===== src/rtl/crf_pkg.sv =====
`timescale 1ns / 1ps
`default_nettype none

package crf_pkg;

    // Operation codes carried in the func field
    localparam logic [2:0] FUNC_ENQUEUE = 3'd0;
    localparam logic [2:0] FUNC_START   = 3'd1;
    localparam logic [2:0] FUNC_DISCARD = 3'd2;
    localparam logic [2:0] FUNC_DEQUEUE = 3'd3;
    localparam logic [2:0] FUNC_GET     = 3'd4;

    // Result status codes
    localparam logic [1:0] STAT_OK         = 2'd0;
    localparam logic [1:0] STAT_VIEW_EMPTY = 2'd1;
    localparam logic [1:0] STAT_LIVE_EMPTY = 2'd2;
    localparam logic [1:0] STAT_RING_FULL  = 2'd3;

    typedef struct packed {
        logic [2:0]  func;
        logic [31:0] frame_word;
    } t_in_item;

    typedef struct packed {
        logic [31:0] read_word;
        logic [1:0]  status;
        logic [4:0]  live_count;
        logic [4:0]  saved_count;
    } t_out_item;

    typedef enum logic [1:0] {
        ST_IDLE,
        ST_EXEC,
        ST_FIN
    } t_state;

    // Commands from the controller to the datapath
    typedef struct packed {
        logic load;
        logic exec;
        logic finish;
    } t_dp_cmd;

endpackage

`default_nettype wire


===== src/rtl/crf_ram.sv =====
`timescale 1ns / 1ps
`default_nettype none

module crf_ram #(
    parameter int WIDTH = 32,
    parameter int DEPTH = 16
) (
    input  wire logic                     i_clk,
    input  wire logic                     i_we,
    input  wire logic [$clog2(DEPTH)-1:0] i_waddr,
    input  wire logic [WIDTH-1:0]         i_wdata,
    input  wire logic                     i_re,
    input  wire logic [$clog2(DEPTH)-1:0] i_raddr,
    output logic      [WIDTH-1:0]         o_rdata
);

    logic [WIDTH-1:0] r_mem [DEPTH];

    always_ff @(posedge i_clk) begin
        if (i_we) begin
            r_mem[i_waddr] <= i_wdata;
        end
        if (i_re) begin
            o_rdata <= r_mem[i_raddr];
        end
    end

endmodule

`default_nettype wire


===== src/rtl/crf_ctrl.sv =====
`timescale 1ns / 1ps
`default_nettype none

module crf_ctrl (
    input  wire logic            i_clk,
    input  wire logic            i_rst_n,
    input  wire logic            i_start,
    output logic                 o_busy,
    output crf_pkg::t_dp_cmd     o_cmd
);

    crf_pkg::t_state r_state;
    crf_pkg::t_state n_state;

    always_ff @(posedge i_clk) begin
        if (!i_rst_n) begin
            r_state <= crf_pkg::ST_IDLE;
        end else begin
            r_state <= n_state;
        end
    end

    always_comb begin
        n_state      = r_state;
        o_cmd.load   = 1'b0;
        o_cmd.exec   = 1'b0;
        o_cmd.finish = 1'b0;
        o_busy       = 1'b1;
        case (r_state)
            crf_pkg::ST_IDLE: begin
                o_busy = 1'b0;
                if (i_start) begin
                    o_cmd.load = 1'b1;
                    n_state    = crf_pkg::ST_EXEC;
                end
            end
            crf_pkg::ST_EXEC: begin
                o_cmd.exec = 1'b1;
                n_state    = crf_pkg::ST_FIN;
            end
            crf_pkg::ST_FIN: begin
                o_cmd.finish = 1'b1;
                n_state      = crf_pkg::ST_IDLE;
            end
            default: begin
                n_state = crf_pkg::ST_IDLE;
            end
        endcase
    end

endmodule

`default_nettype wire


===== src/rtl/crf_datapath.sv =====
`timescale 1ns / 1ps
`default_nettype none

module crf_datapath #(
    parameter int DEPTH      = 16,
    parameter int WORD_WIDTH = 32
) (
    input  wire logic              i_clk,
    input  wire logic              i_rst_n,
    input  wire crf_pkg::t_dp_cmd  i_cmd,
    input  wire crf_pkg::t_in_item i_item,
    output crf_pkg::t_out_item     o_result,
    output logic                   o_done
);

    localparam int AW = $clog2(DEPTH);
    localparam int PW = $clog2(2 * DEPTH);
    localparam logic [PW-1:0] DEPTH_P  = PW'(DEPTH);
    localparam logic [PW-1:0] PTR_LAST = PW'(2 * DEPTH - 1);
    localparam logic [PW:0]   TWO_D    = (PW + 1)'(2 * DEPTH);

    // Entries between a head and the tail, pointers modulo twice the depth
    function automatic logic [PW-1:0] view_cnt(input logic [PW-1:0] tail,
                                               input logic [PW-1:0] head);
        logic [PW:0] sum;
        sum = {1'b0, tail} - {1'b0, head};
        if (tail < head) begin
            sum = sum + TWO_D;
        end
        return sum[PW-1:0];
    endfunction

    function automatic logic [AW-1:0] ring_idx(input logic [PW-1:0] ptr);
        logic [PW-1:0] red;
        red = (ptr >= DEPTH_P) ? (ptr - DEPTH_P) : ptr;
        return red[AW-1:0];
    endfunction

    function automatic logic [PW-1:0] ptr_inc(input logic [PW-1:0] ptr);
        return (ptr == PTR_LAST) ? '0 : ptr + PW'(1);
    endfunction

    logic [2:0]            r_func;
    logic [31:0]           r_word;
    logic [PW-1:0]         r_tail, r_live, r_saved;
    logic [PW-1:0]         n_tail, n_live, n_saved;
    logic [1:0]            r_status, n_status;
    logic                  r_rd_ok, n_rd_ok;
    crf_pkg::t_out_item    r_result;
    logic                  r_done;

    logic [PW-1:0]         live_cnt, saved_cnt, used_cnt;
    logic                  ram_we, ram_re;
    logic [AW-1:0]         ram_raddr;
    logic [WORD_WIDTH-1:0] ram_wdata, ram_rdata;
    logic [63:0]           word_ext, rdata_ext;

    assign live_cnt  = view_cnt(r_tail, r_live);
    assign saved_cnt = view_cnt(r_tail, r_saved);
    assign used_cnt  = (live_cnt > saved_cnt) ? live_cnt : saved_cnt;
    assign word_ext  = 64'(r_word);
    assign ram_wdata = word_ext[WORD_WIDTH-1:0];
    assign rdata_ext = 64'(ram_rdata);

    // Decode the held operation and work out the pointer moves
    always_comb begin
        n_tail    = r_tail;
        n_live    = r_live;
        n_saved   = r_saved;
        n_status  = crf_pkg::STAT_OK;
        n_rd_ok   = 1'b0;
        ram_we    = 1'b0;
        ram_re    = 1'b0;
        ram_raddr = ring_idx(r_live);
        case (r_func)
            crf_pkg::FUNC_ENQUEUE: begin
                if (live_cnt == '0) begin
                    n_status = crf_pkg::STAT_LIVE_EMPTY;
                end else if (used_cnt >= DEPTH_P) begin
                    n_status = crf_pkg::STAT_RING_FULL;
                end else begin
                    ram_we = 1'b1;
                    n_tail = ptr_inc(r_tail);
                end
            end
            crf_pkg::FUNC_START: begin
                n_saved = r_tail;
                if (live_cnt >= DEPTH_P) begin
                    n_status = crf_pkg::STAT_RING_FULL;
                end else begin
                    ram_we = 1'b1;
                    n_tail = ptr_inc(r_tail);
                end
            end
            crf_pkg::FUNC_DISCARD: begin
                n_live = r_saved;
            end
            crf_pkg::FUNC_DEQUEUE: begin
                if (live_cnt == '0) begin
                    n_status = crf_pkg::STAT_VIEW_EMPTY;
                end else begin
                    ram_re  = 1'b1;
                    n_rd_ok = 1'b1;
                    n_live  = ptr_inc(r_live);
                end
            end
            crf_pkg::FUNC_GET: begin
                ram_raddr = ring_idx(r_saved);
                if (saved_cnt == '0) begin
                    n_status = crf_pkg::STAT_VIEW_EMPTY;
                end else begin
                    ram_re  = 1'b1;
                    n_rd_ok = 1'b1;
                end
            end
            default: begin
            end
        endcase
    end

    crf_ram #(
        .WIDTH (WORD_WIDTH),
        .DEPTH (DEPTH)
    ) u_ram (
        .i_clk   (i_clk),
        .i_we    (ram_we && i_cmd.exec),
        .i_waddr (ring_idx(r_tail)),
        .i_wdata (ram_wdata),
        .i_re    (ram_re && i_cmd.exec),
        .i_raddr (ram_raddr),
        .o_rdata (ram_rdata)
    );

    always_ff @(posedge i_clk) begin
        if (i_cmd.load) begin
            r_func <= i_item.func;
            r_word <= i_item.frame_word;
        end
        if (i_cmd.exec) begin
            r_status <= n_status;
            r_rd_ok  <= n_rd_ok;
        end
        if (i_cmd.finish) begin
            r_result.read_word   <= r_rd_ok ? rdata_ext[31:0] : '0;
            r_result.status      <= r_status;
            r_result.live_count  <= 5'(live_cnt);
            r_result.saved_count <= 5'(saved_cnt);
        end
    end

    always_ff @(posedge i_clk) begin
        if (!i_rst_n) begin
            r_tail  <= '0;
            r_live  <= '0;
            r_saved <= '0;
            r_done  <= 1'b0;
        end else begin
            r_done <= i_cmd.finish;
            if (i_cmd.exec) begin
                r_tail  <= n_tail;
                r_live  <= n_live;
                r_saved <= n_saved;
            end
        end
    end

    assign o_result = r_result;
    assign o_done   = r_done;

endmodule

`default_nettype wire


===== src/rtl/checkpoint_rollback_fifo.sv =====
`timescale 1ns / 1ps
`default_nettype none

// Checkpoint FIFO: one ring of DEPTH words with a tail and two heads.
// The live head is the normal queue; the saved head marks the words pushed
// since the last start operation, so a discard rolls the live view back.
//
// Input channel: drive i_item (func, frame_word) and raise start while busy
// is low; the item is taken at that clock edge. busy stays high while the
// operation runs.
// Result channel: o_result (read_word, status, live_count, saved_count) is
// valid for exactly one cycle with o_done high, once the finish step has
// registered it. The receiver cannot hold results off, and none is needed:
// one item is in flight at a time.
// Each item passes a load cycle, an execute cycle that moves the pointers and
// makes at most one ring access (a write, or a read on the RAM's registered
// port), and a finish cycle that captures the read data and the view counts
// into the result register. No new item is taken before the finish cycle.
// Reset (i_rst_n low, synchronous): all pointers go to zero, both views
// empty, no result pending. The ring contents are not cleared.
module checkpoint_rollback_fifo #(
    parameter int DEPTH      = 16,
    parameter int WORD_WIDTH = 32
) (
    input  wire logic              i_clk,
    input  wire logic              i_rst_n,
    input  wire logic              start,
    output logic                   busy,
    input  wire crf_pkg::t_in_item i_item,
    output crf_pkg::t_out_item     o_result,
    output logic                   o_done
);

    crf_pkg::t_dp_cmd cmd;

    // Sequence load, execute, finish for each item
    crf_ctrl u_ctrl (
        .i_clk   (i_clk),
        .i_rst_n (i_rst_n),
        .i_start (start),
        .o_busy  (busy),
        .o_cmd   (cmd)
    );

    // Hold pointers, ring and result register
    crf_datapath #(
        .DEPTH      (DEPTH),
        .WORD_WIDTH (WORD_WIDTH)
    ) u_datapath (
        .i_clk    (i_clk),
        .i_rst_n  (i_rst_n),
        .i_cmd    (cmd),
        .i_item   (i_item),
        .o_result (o_result),
        .o_done   (o_done)
    );

endmodule

`default_nettype wire


===== config.mk =====
export PLATFORM = sky130hd
export DESIGN_NAME = checkpoint_rollback_fifo
export DESIGN_NICKNAME = d
export VERILOG_FILES = /design/src/rtl/crf_pkg.sv /design/src/rtl/crf_ram.sv /design/src/rtl/crf_ctrl.sv /design/src/rtl/crf_datapath.sv /design/src/rtl/checkpoint_rollback_fifo.sv
export SDC_FILE = /design/constraint.sdc
export NUM_CORES = 1
export LEC_CHECK = 0
export ABC_AREA = 1
export BUFFER_PORTS_ARGS = -buffer_cell sky130_fd_sc_hd__buf_2
export CORE_MARGIN = 2
export CORE_UTILIZATION = 45
export CTS_CLUSTER_SIZE = 24
export DETAILED_ROUTE_END_ITERATION = 7
export MAX_ROUTING_LAYER = met4
export SLEW_MARGIN = 20
export SYNTH_ARGS = -nofsm -noshare
export SYNTH_HDL_FRONTEND = slang
export SYNTH_HIERARCHICAL = 1
export SYNTH_SLANG_ARGS = --single-unit

===== constraint.sdc =====
create_clock -name i_clk -period 6 [get_ports i_clk]
set_clock_uncertainty 0.05 [all_clocks]
set_input_delay 0.3 -clock i_clk [delete_from_list [all_inputs] [get_ports i_clk]]
set_output_delay 0.3 -clock i_clk [all_outputs]
set_load 0.05 [all_outputs]

==> results of run 1 <==
## cell usage in the layout (no fill, tap or decap), types with 2 or more instances in the layout
cell,Yosys,layout
nor2_4,0,17
clkbuf_1,15,12
buf_16,0,2
xor2_1,4,4
nand2_2,7,7
o21ai_4,0,4
nand4_1,3,3
buf_4,7,28
fa_1,2,2
nor2_2,3,3
a21oi_1,23,22
bufinv_16,0,9
inv_1,463,461
nand3b_1,2,2
nand2_1,759,759
o21ai_0,20,16
edfxtp_1,626,626
clkinv_2,0,12
nand3_1,403,403
nand2_4,2,2
clkinv_1,1,12
buf_2,49,83
nand3_2,2,2
clkinv_4,0,2
buf_12,1,5
nor2_1,31,14
dfxtp_1,18,18
ha_1,16,16
nor3_2,2,2
dlygate4sd3_1,0,37
clkbuf_16,0,73
## critical path, delay by kind of cell, from the launching register on
| kind | cells | cell delay [ns] |
|---|---|---|
| compound gates | 2 | 0.52 |
| flops | 1 | 0.38 |
| fa+ha+maj | 3 | 0.85 |
| buf+inv | 4 | 0.58 |
| simple gates | 10 | 2.08 |
## layer usage
| metal | vias up | share of wire, % |
|---|---|---|
| met5 | - | 0 |
| met4 | 0 | 3.0 |
| met3 | 131 | 6.3 |
| met2 | 571 | 47 |
| met1 | 8448 | 43 |
| li1 | 8368 | - |
## metrics by stage
step / hold slack (ns) / util (%) / setup WS, ns / total power (uW)
after floorplan: 0.3489 / - / 1.496 / 5445
after global placement: 0.3546 / 47.34 / 1.323 / 5608
after detailed placement: 0.3575 / 47.39 / 1.264 / 5610
after CTS: 0.3244 / 51.77 / 1.241 / 9931
after global routing: 0.3460 / 51.83 / 0.9162 / 10170
final: 0.3617 / 51.83 / 1.239 / 9827
## layout make-up
type | instances | share of cell area [%]
tap | 782 | 3.140
clock buffer | 86 | 6.050
multi-input combinational | 1284 | 18.77
sequential | 644 | 61.47
clock inverter | 33 | 1.229
timing repair buffer | 155 | 3.694
inverter | 466 | 5.649
## logic make-up (layout without fill, tap and decap cells)
logic type	Yosys count	after routing	synth area share (%)
fa+ha+maj	18	18	0.8796
compound gates	44	44	0.8109
simple gates	1217	1217	18.89
flops	644	644	70.15
xor+xnor	5	5	0.1603
buf+inv	577	740	9.116
## path summary, 6_finish.rpt
check,from,endpoint,slack (ns),cells after the start
worst max register to register,u_datapath/r_tail[0],u_datapath/u_ram/r_mem[8][21],1.24,19
worst min register to register,u_datapath/r_status[0],u_datapath/o_result[10],0.37,0
worst max-delay path,u_datapath/r_tail[0],u_datapath/u_ram/r_mem[8][21],1.24,19
worst min-delay path,i_item[11],u_datapath/r_word[11],0.36,2
## timing repair
| item | CTS | global route |
|---|---|---|
| hold endpoints to repair | 37 | 0 |
| resized for setup | 0 | 0 |
| hold buffers | 37 | 0 |
## power by group
part           switching (uW)  leakage (uW)  internal (uW)
Combinational             309       0.00611            141
Sequential               83.7       0.00581           4990
Clock                    1690       0.00111           2600
## state kept, by name (all words and copies together) (netlist names)
register / count
u_datapath/r_status: 2
u_ctrl/r_state: 2
u_datapath/u_ram/r_mem: 512
u_datapath/u_ram/o_rdata: 32
u_datapath/r_word: 32
u_datapath/r_saved: 5
u_datapath/r_rd_ok: 1
u_datapath/r_func: 3
u_datapath/o_result: 44
u_datapath/r_live: 5
u_datapath/r_tail: 5
u_datapath/o_done: 1
==> metrics, run 1 <==
layout cell share with drive strength beyond 1 9.595%; Row Count 90; Sink Count 644; Post-CTS Setup Inserts 0; CP Cell Sequence inv_1 -> ha_1 -> inv_1 -> fa_1 -> nand3_1 -> nand3_1 -> nand2_4 -> inv_1 -> ha_1 -> a21oi_1 -> nand2_1 -> nor2_1 -> nand2_2 -> nand2_2 -> nand3_2 -> a21oi_1 -> nand3b_1 -> nor2_4 -> buf_4; Crit path top cell by count inv_1; fin area 31160 um^2; Global Route Usage Sum 21.14%; largest net degree at the start of global routing 178; CTS tree done; max-slew violations 0; slew at the pin closest to its max-slew limit 0.9899 ns; Final nets 2676; largest cells by area after synthesis edfxtp_1 (69%), nand2_1 (10%), nand3_1 (7.4%); worst skew pair latency 0.60 ns; Syn Inst Count 2505; first-pass GRT wire length 98.69 mm; ys flop type edfxtp_1; # diodes 0; Leak Pwr 0.01303 uW; synth cell count leaders nand2_1 (759), edfxtp_1 (626), inv_1 (463), nand3_1 (403), buf_2 (49); Syn-to-layout area delta 14.11%; WL per Instance 18.41 um; Post-synth EDFFs 626; Syn Nets 2561; RSZ-0062 raised after global routing no; final hold vios 0; Slew HR 34.01%; M2 GR Usage 33.67%; final WL 63.51 mm; Crit Path Class reg -> reg; minimum clock period 4.761 ns; die span in y 250.4 um; Clock Pin Slew Worst Setup and Hold Paths 0.06 ns; post-synthesis sequential area ratio 70.15%; Placement Cell Area 28490 um^2; largest fanout on the critical path 24; # Max-Cap Violations 0; Routability Congestion 0.8717; DRC viols 0; Antenna Nets Post-Route 0; Congestion Overflow GR 0; met3 GRT Util 3.325%; vias post-DR 17520; Tcrit/Tclk final 79.34%; cell with the most instances after synthesis nand2_1; critical path launch point type flop; CTS Buf Count 69; Initial Util 45.42%; cell taking the most area after synthesis edfxtp_1; crit path capture type flop; peak supply drop 0.2504 mV; Worst path slowest cell nor2_4; Core Region 60130 um^2; outcome completed; half-perimeter wire length after placement 35.96 mm; number of synthesis warnings 6; CTS root buf clkbuf_16; initial DRC count 1621; final std cells w/o fill 3450; Register Area 19160 um^2; H-tree depth 3; I/O Pins 84; mean number of vias per cell 5.078; Mapped Avg Cell Area 10.90 um^2; crit path DAT 5.02 ns; PortBufs 83; synthesized area 27310 um^2; Pwr Density 315.3 nW/um^2; Yosys top cell area share 68.83%; Crit path required time 6.26 ns; multi-input logic area 5848 um^2; setup_tns 0 ns; fmax 210.1 MHz; filler cell count 5286; Top Usage Layer GRT met2; initial antenna violation count 0; Max clock buf depth 3; Tightest Hold Check Type in -> reg; Pre-antenna DRT Iters 8; unique cell type count in the Yosys netlist 32; full die area 62680 um^2; vias in the first global route 17290; M1 GR Usage 27.61%; Async S/R FF share, synth 0%; number of synthesized register bits 644; cell count after placement 3293; die width 250.4 um; Final setup viols 0; CP peak stage delay 0.85 ns
Power figures use the tool's default switching activity.
==> run 2, diff against run 1 <==
--- a/config.mk
+++ b/config.mk
@@ -5,7 +5,7 @@
 export SDC_FILE = /design/constraint.sdc
 export NUM_CORES = 1
 export LEC_CHECK = 0
-export ABC_AREA = 1
+export ABC_AREA = 0
 export BUFFER_PORTS_ARGS = -buffer_cell sky130_fd_sc_hd__buf_2
 export CORE_MARGIN = 2
 export CORE_UTILIZATION = 45
==> constraint.sdc (replaced) <==
create_clock -name i_clk -period 4.9 [get_ports i_clk]
set_clock_uncertainty 0.05 [all_clocks]
set_input_delay 0.245 -clock i_clk [delete_from_list [all_inputs] [get_ports i_clk]]
set_output_delay 0.245 -clock i_clk [all_outputs]
set_load 0.05 [all_outputs]
==> run 2 against run 1 <==
  * Total power rose by 17%
  * Count of clock-buffer cells in the layout fell by 6
  * Hold slack got worse by 0.31 ns
  * Clock power rose by 16%
  * Die area fell by 10%
  * Core utilization rose by 1.6 points
  * Final cell count fell by 39%
  * Routed wire length fell by 19%
  * Fmax rose by 3.6%
  * Critical endpoint is now u_datapath/u_ram/r_mem[0][15]
  * Largest cell class unchanged
  * Largest power group unchanged
  * Highest routed layer unchanged
==> metrics, run 2 <==
CTS root buf clkbuf_16; Yosys top cell area share 76.90% (+8.1 points); Crit path required time 5.13 ns (-1.13 ns); largest family of logic cells by synthesized area multiplexers; Clk pwr share 43.4% (-0.4 points); Congestion Overflow GR 0 (unchanged); Pwr Density 398.8 nW/um^2 (+26%); CTS tree done; largest fanout on the critical path 19 (-21%); Pre-antenna DRT Iters 6 (-2); half-perimeter wire length after placement 29.79 mm (-17%); final WL 51.72 mm (-19%); cell count after placement 1939 (-41%); filler cell count 4175 (-21%); commonest non-fill, non-tap cells in the layout edfxtp_1 (626), mux4_2 (128), buf_2 (83); largest cells by area after synthesis edfxtp_1 (77%), mux4_2 (12%), a22oi_1 (2.0%); first-pass GRT wire length 77.10 mm (-22%); Syn Inst Count 1154 (-54%); cell with the most instances after synthesis edfxtp_1; cell taking the most area after synthesis edfxtp_1; outcome completed; fmax 217.6 MHz (+3.6%); die width 237.1 um (-5.3%); Power Internal 9176 uW (+19%); setup_tns 0 ns (unchanged); Async S/R FF share, synth 0% (unchanged); Row Count 85 (-5.6%); Final setup viols 0 (unchanged); max-slew violations 0 (unchanged); WL per Instance 24.68 um (+34%); Finished Core Util 53.39% (+1.6 points); Global Route Usage Sum 19.28% (-1.9 points); final std cells w/o fill 2096 (-39%); Synth Area in XOR/XNOR 0.2508% (+0.090 points); Syn Nets 1210 (-53%); number of synthesized register bits 644 (unchanged); crit path capture type flop; die span in y 237.1 um (-5.3%); peak supply drop 0.2671 mV (+6.6%); number of flip-flops in the largest register 512 (unchanged); # Max-Cap Violations 0 (unchanged); Reg power frac 53.9% (+2.2 points); Initial Util 45.42% (about the same); mean number of vias per cell 5.673 (+12%); layout cell share with drive strength beyond 1 28.57% (+19 points); Max clock buf depth 3 (unchanged); initial DRC count 965 (-40%); synthesized area 24440 um^2 (-10%); initial antenna violation count 0 (unchanged); critical path launch point type flop; synth cell count leaders edfxtp_1 (626), mux4_2 (128), a22oi_1 (64), nand2_1 (56), and2_1 (37); H-tree depth 3 (unchanged); Post-synth EDFFs 626 (unchanged); worst skew pair latency 0.59 ns (about the same); mux contribution to synthesized area 12.24% (+12 points); full die area 56200 um^2 (-10%); post-synthesis simple-gate area fraction 3.614% (-15 points); ys flop type edfxtp_1; Final nets 1406 (-47%); vias in the first global route 12210 (-29%); cts repair resizes 0 (unchanged); number of synthesis warnings 6 (unchanged); Leak Pwr 0.009270 uW (-29%); Slew HR 24.05% (-10 points); slew at the pin closest to its max-slew limit 1.136 ns (+0.1466 ns); vias post-DR 11890 (-32%); complex-gate fraction of the synthesized area 3.209% (+2.4 points); pre-CTS WS 0.2499 ns (-1.014 ns); commonest non-fill, non-tap cell in the layout edfxtp_1; final worst setup slack 0.3042 ns (-0.9352 ns); Antenna Nets Post-Route 0 (unchanged); Most flops, register u_datapath/u_ram/r_mem; post-synthesis sequential area ratio 78.37% (+8.2 points); Net Sw Power 2281 uW (+9.2%); Sink Count 644 (unchanged); I/O Pins 84 (unchanged); Mapped Avg Cell Area 21.18 um^2 (+94%); unique cell type count in the Yosys netlist 52 (+63%); Tcrit/Tclk final 93.79% (+14 points); Clock Pin Slew Worst Setup and Hold Paths 0.06 ns (about the same); area share of fa/ha/maj cells after synthesis 0.9828% (+0.10 points); Switching Share 19.91% (-1.3 points); largest net degree at the start of global routing 68 (-62%); PortBufs 83 (unchanged); crit path DAT 4.82 ns (-0.20 ns); Routability Congestion 0.8530 (-2.1%); Core Region 53810 um^2 (-11%); # diodes 0 (unchanged); Logic pwr share 2.8% (-1.8 points); DRC viols 0 (unchanged); final hold vios 0 (unchanged); Syn-to-layout area delta 17.54%; CTS Buf Count 67 (-2.9%); minimum clock period 4.596 ns (-0.1648 ns); Tightest Hold Check Type in -> reg; total power 11460 uW (+17%); Crit Path Class reg -> reg
run 2: cell count changes in the layout (fill, tap and decap cells not counted), sizes merged, moves of 16 or more:
cell   previous run  this run
and2              0        37
a22oi             0        64
nand3           405         9
mux4              0       128
a21oi            23         7
nand2           768        56
buf             118       145
inv             463        19
run 2: cell type report:
class	instances	area, um^2	area share [%]
flip-flops and latches	644	19160	66.68
clock buffers	80	1810	6.301
well taps	696	870.8	3.031
inverters	18	67.56	0.2352
multi-input cells	438	5127	17.85
repair buffers	181	1354	4.712
clock inverters	39	342.8	1.193
run 2: per-stage QoR:
step / hold slack, ns / cell area, um^2
after floorplan: 0.2939 / 24460
final: 0.05345 / 28730
after CTS: 0.01632 / 28720
after global routing: 0.04528 / 28730
after detailed placement: 0.3571 / 26200
after global placement: 0.3532 / 26200
run 2: worst max-delay path, stage by stage (launching register included):
cell and delay, ns:
dfxtp_1 0.57, ha_1 0.35, a21oi_1 0.24, nand2_1 0.10
xor2_1 0.22, ha_1 0.29, a211oi_1 0.23, o21ai_0 0.16
a211oi_1 0.43, nand3_1 0.14, o22a_1 0.25, inv_1 0.09
or3b_2 0.58, nor3_4 0.35, buf_12 0.22
run 2: path summary, 6_finish.rpt:
kind | startpoint | endpoint | slack, ns | cells past startpoint
min | i_rst_n | u_datapath/r_live[1] | 0.05 | 2
min reg2reg | u_datapath/r_status[0] | u_datapath/o_result[10] | 0.37 | 0
max | u_datapath/r_tail[2] | u_datapath/u_ram/r_mem[0][15] | 0.30 | 14
max reg2reg | u_datapath/r_tail[2] | u_datapath/u_ram/r_mem[0][15] | 0.30 | 14
run 2: kinds of logic (layout without fill, tap and decap cells):
| family | after synthesis | after routing |
|---|---|---|
| adder cells (fa/ha/maj) | 18 | 18 |
| XOR/XNOR | 7 | 7 |
| buffers and inverters | 72 | 318 |
| AND/OR/NAND/NOR | 169 | 169 |
| flip-flops | 644 | 644 |
| AO/OA/AOI/OAI | 105 | 105 |
| multiplexers | 139 | 139 |
run 2: metal layers:
metal  share of wire, %  track usage, %  up-vias
met4                1.9           4.993        0
met1                 44           25.78     6319
met3                4.7           3.486       83
met5                  0               -        -
met2                 49           30.95      334
li1                   -               -     5155
run 2: what timing repair did:
action	in CTS	in global routing
buffers inserted	0	2
hold endpoints to repair	36	0
setup endpoints to repair	0	27
hold buffers	36	0
run 2: power by group through the flow:
| stage | Combinational (uW) | Clock (uW) | Sequential (uW) |
|---|---|---|---|
| final | 315 | 4970 | 6170 |
| after global placement | 295 | 0 | 6290 |
| after CTS | 321 | 5090 | 6180 |
| after detailed placement | 297 | 0 | 6290 |
| after global routing | 341 | 5300 | 6180 |
| after floorplan | 174 | 0 | 6280 |
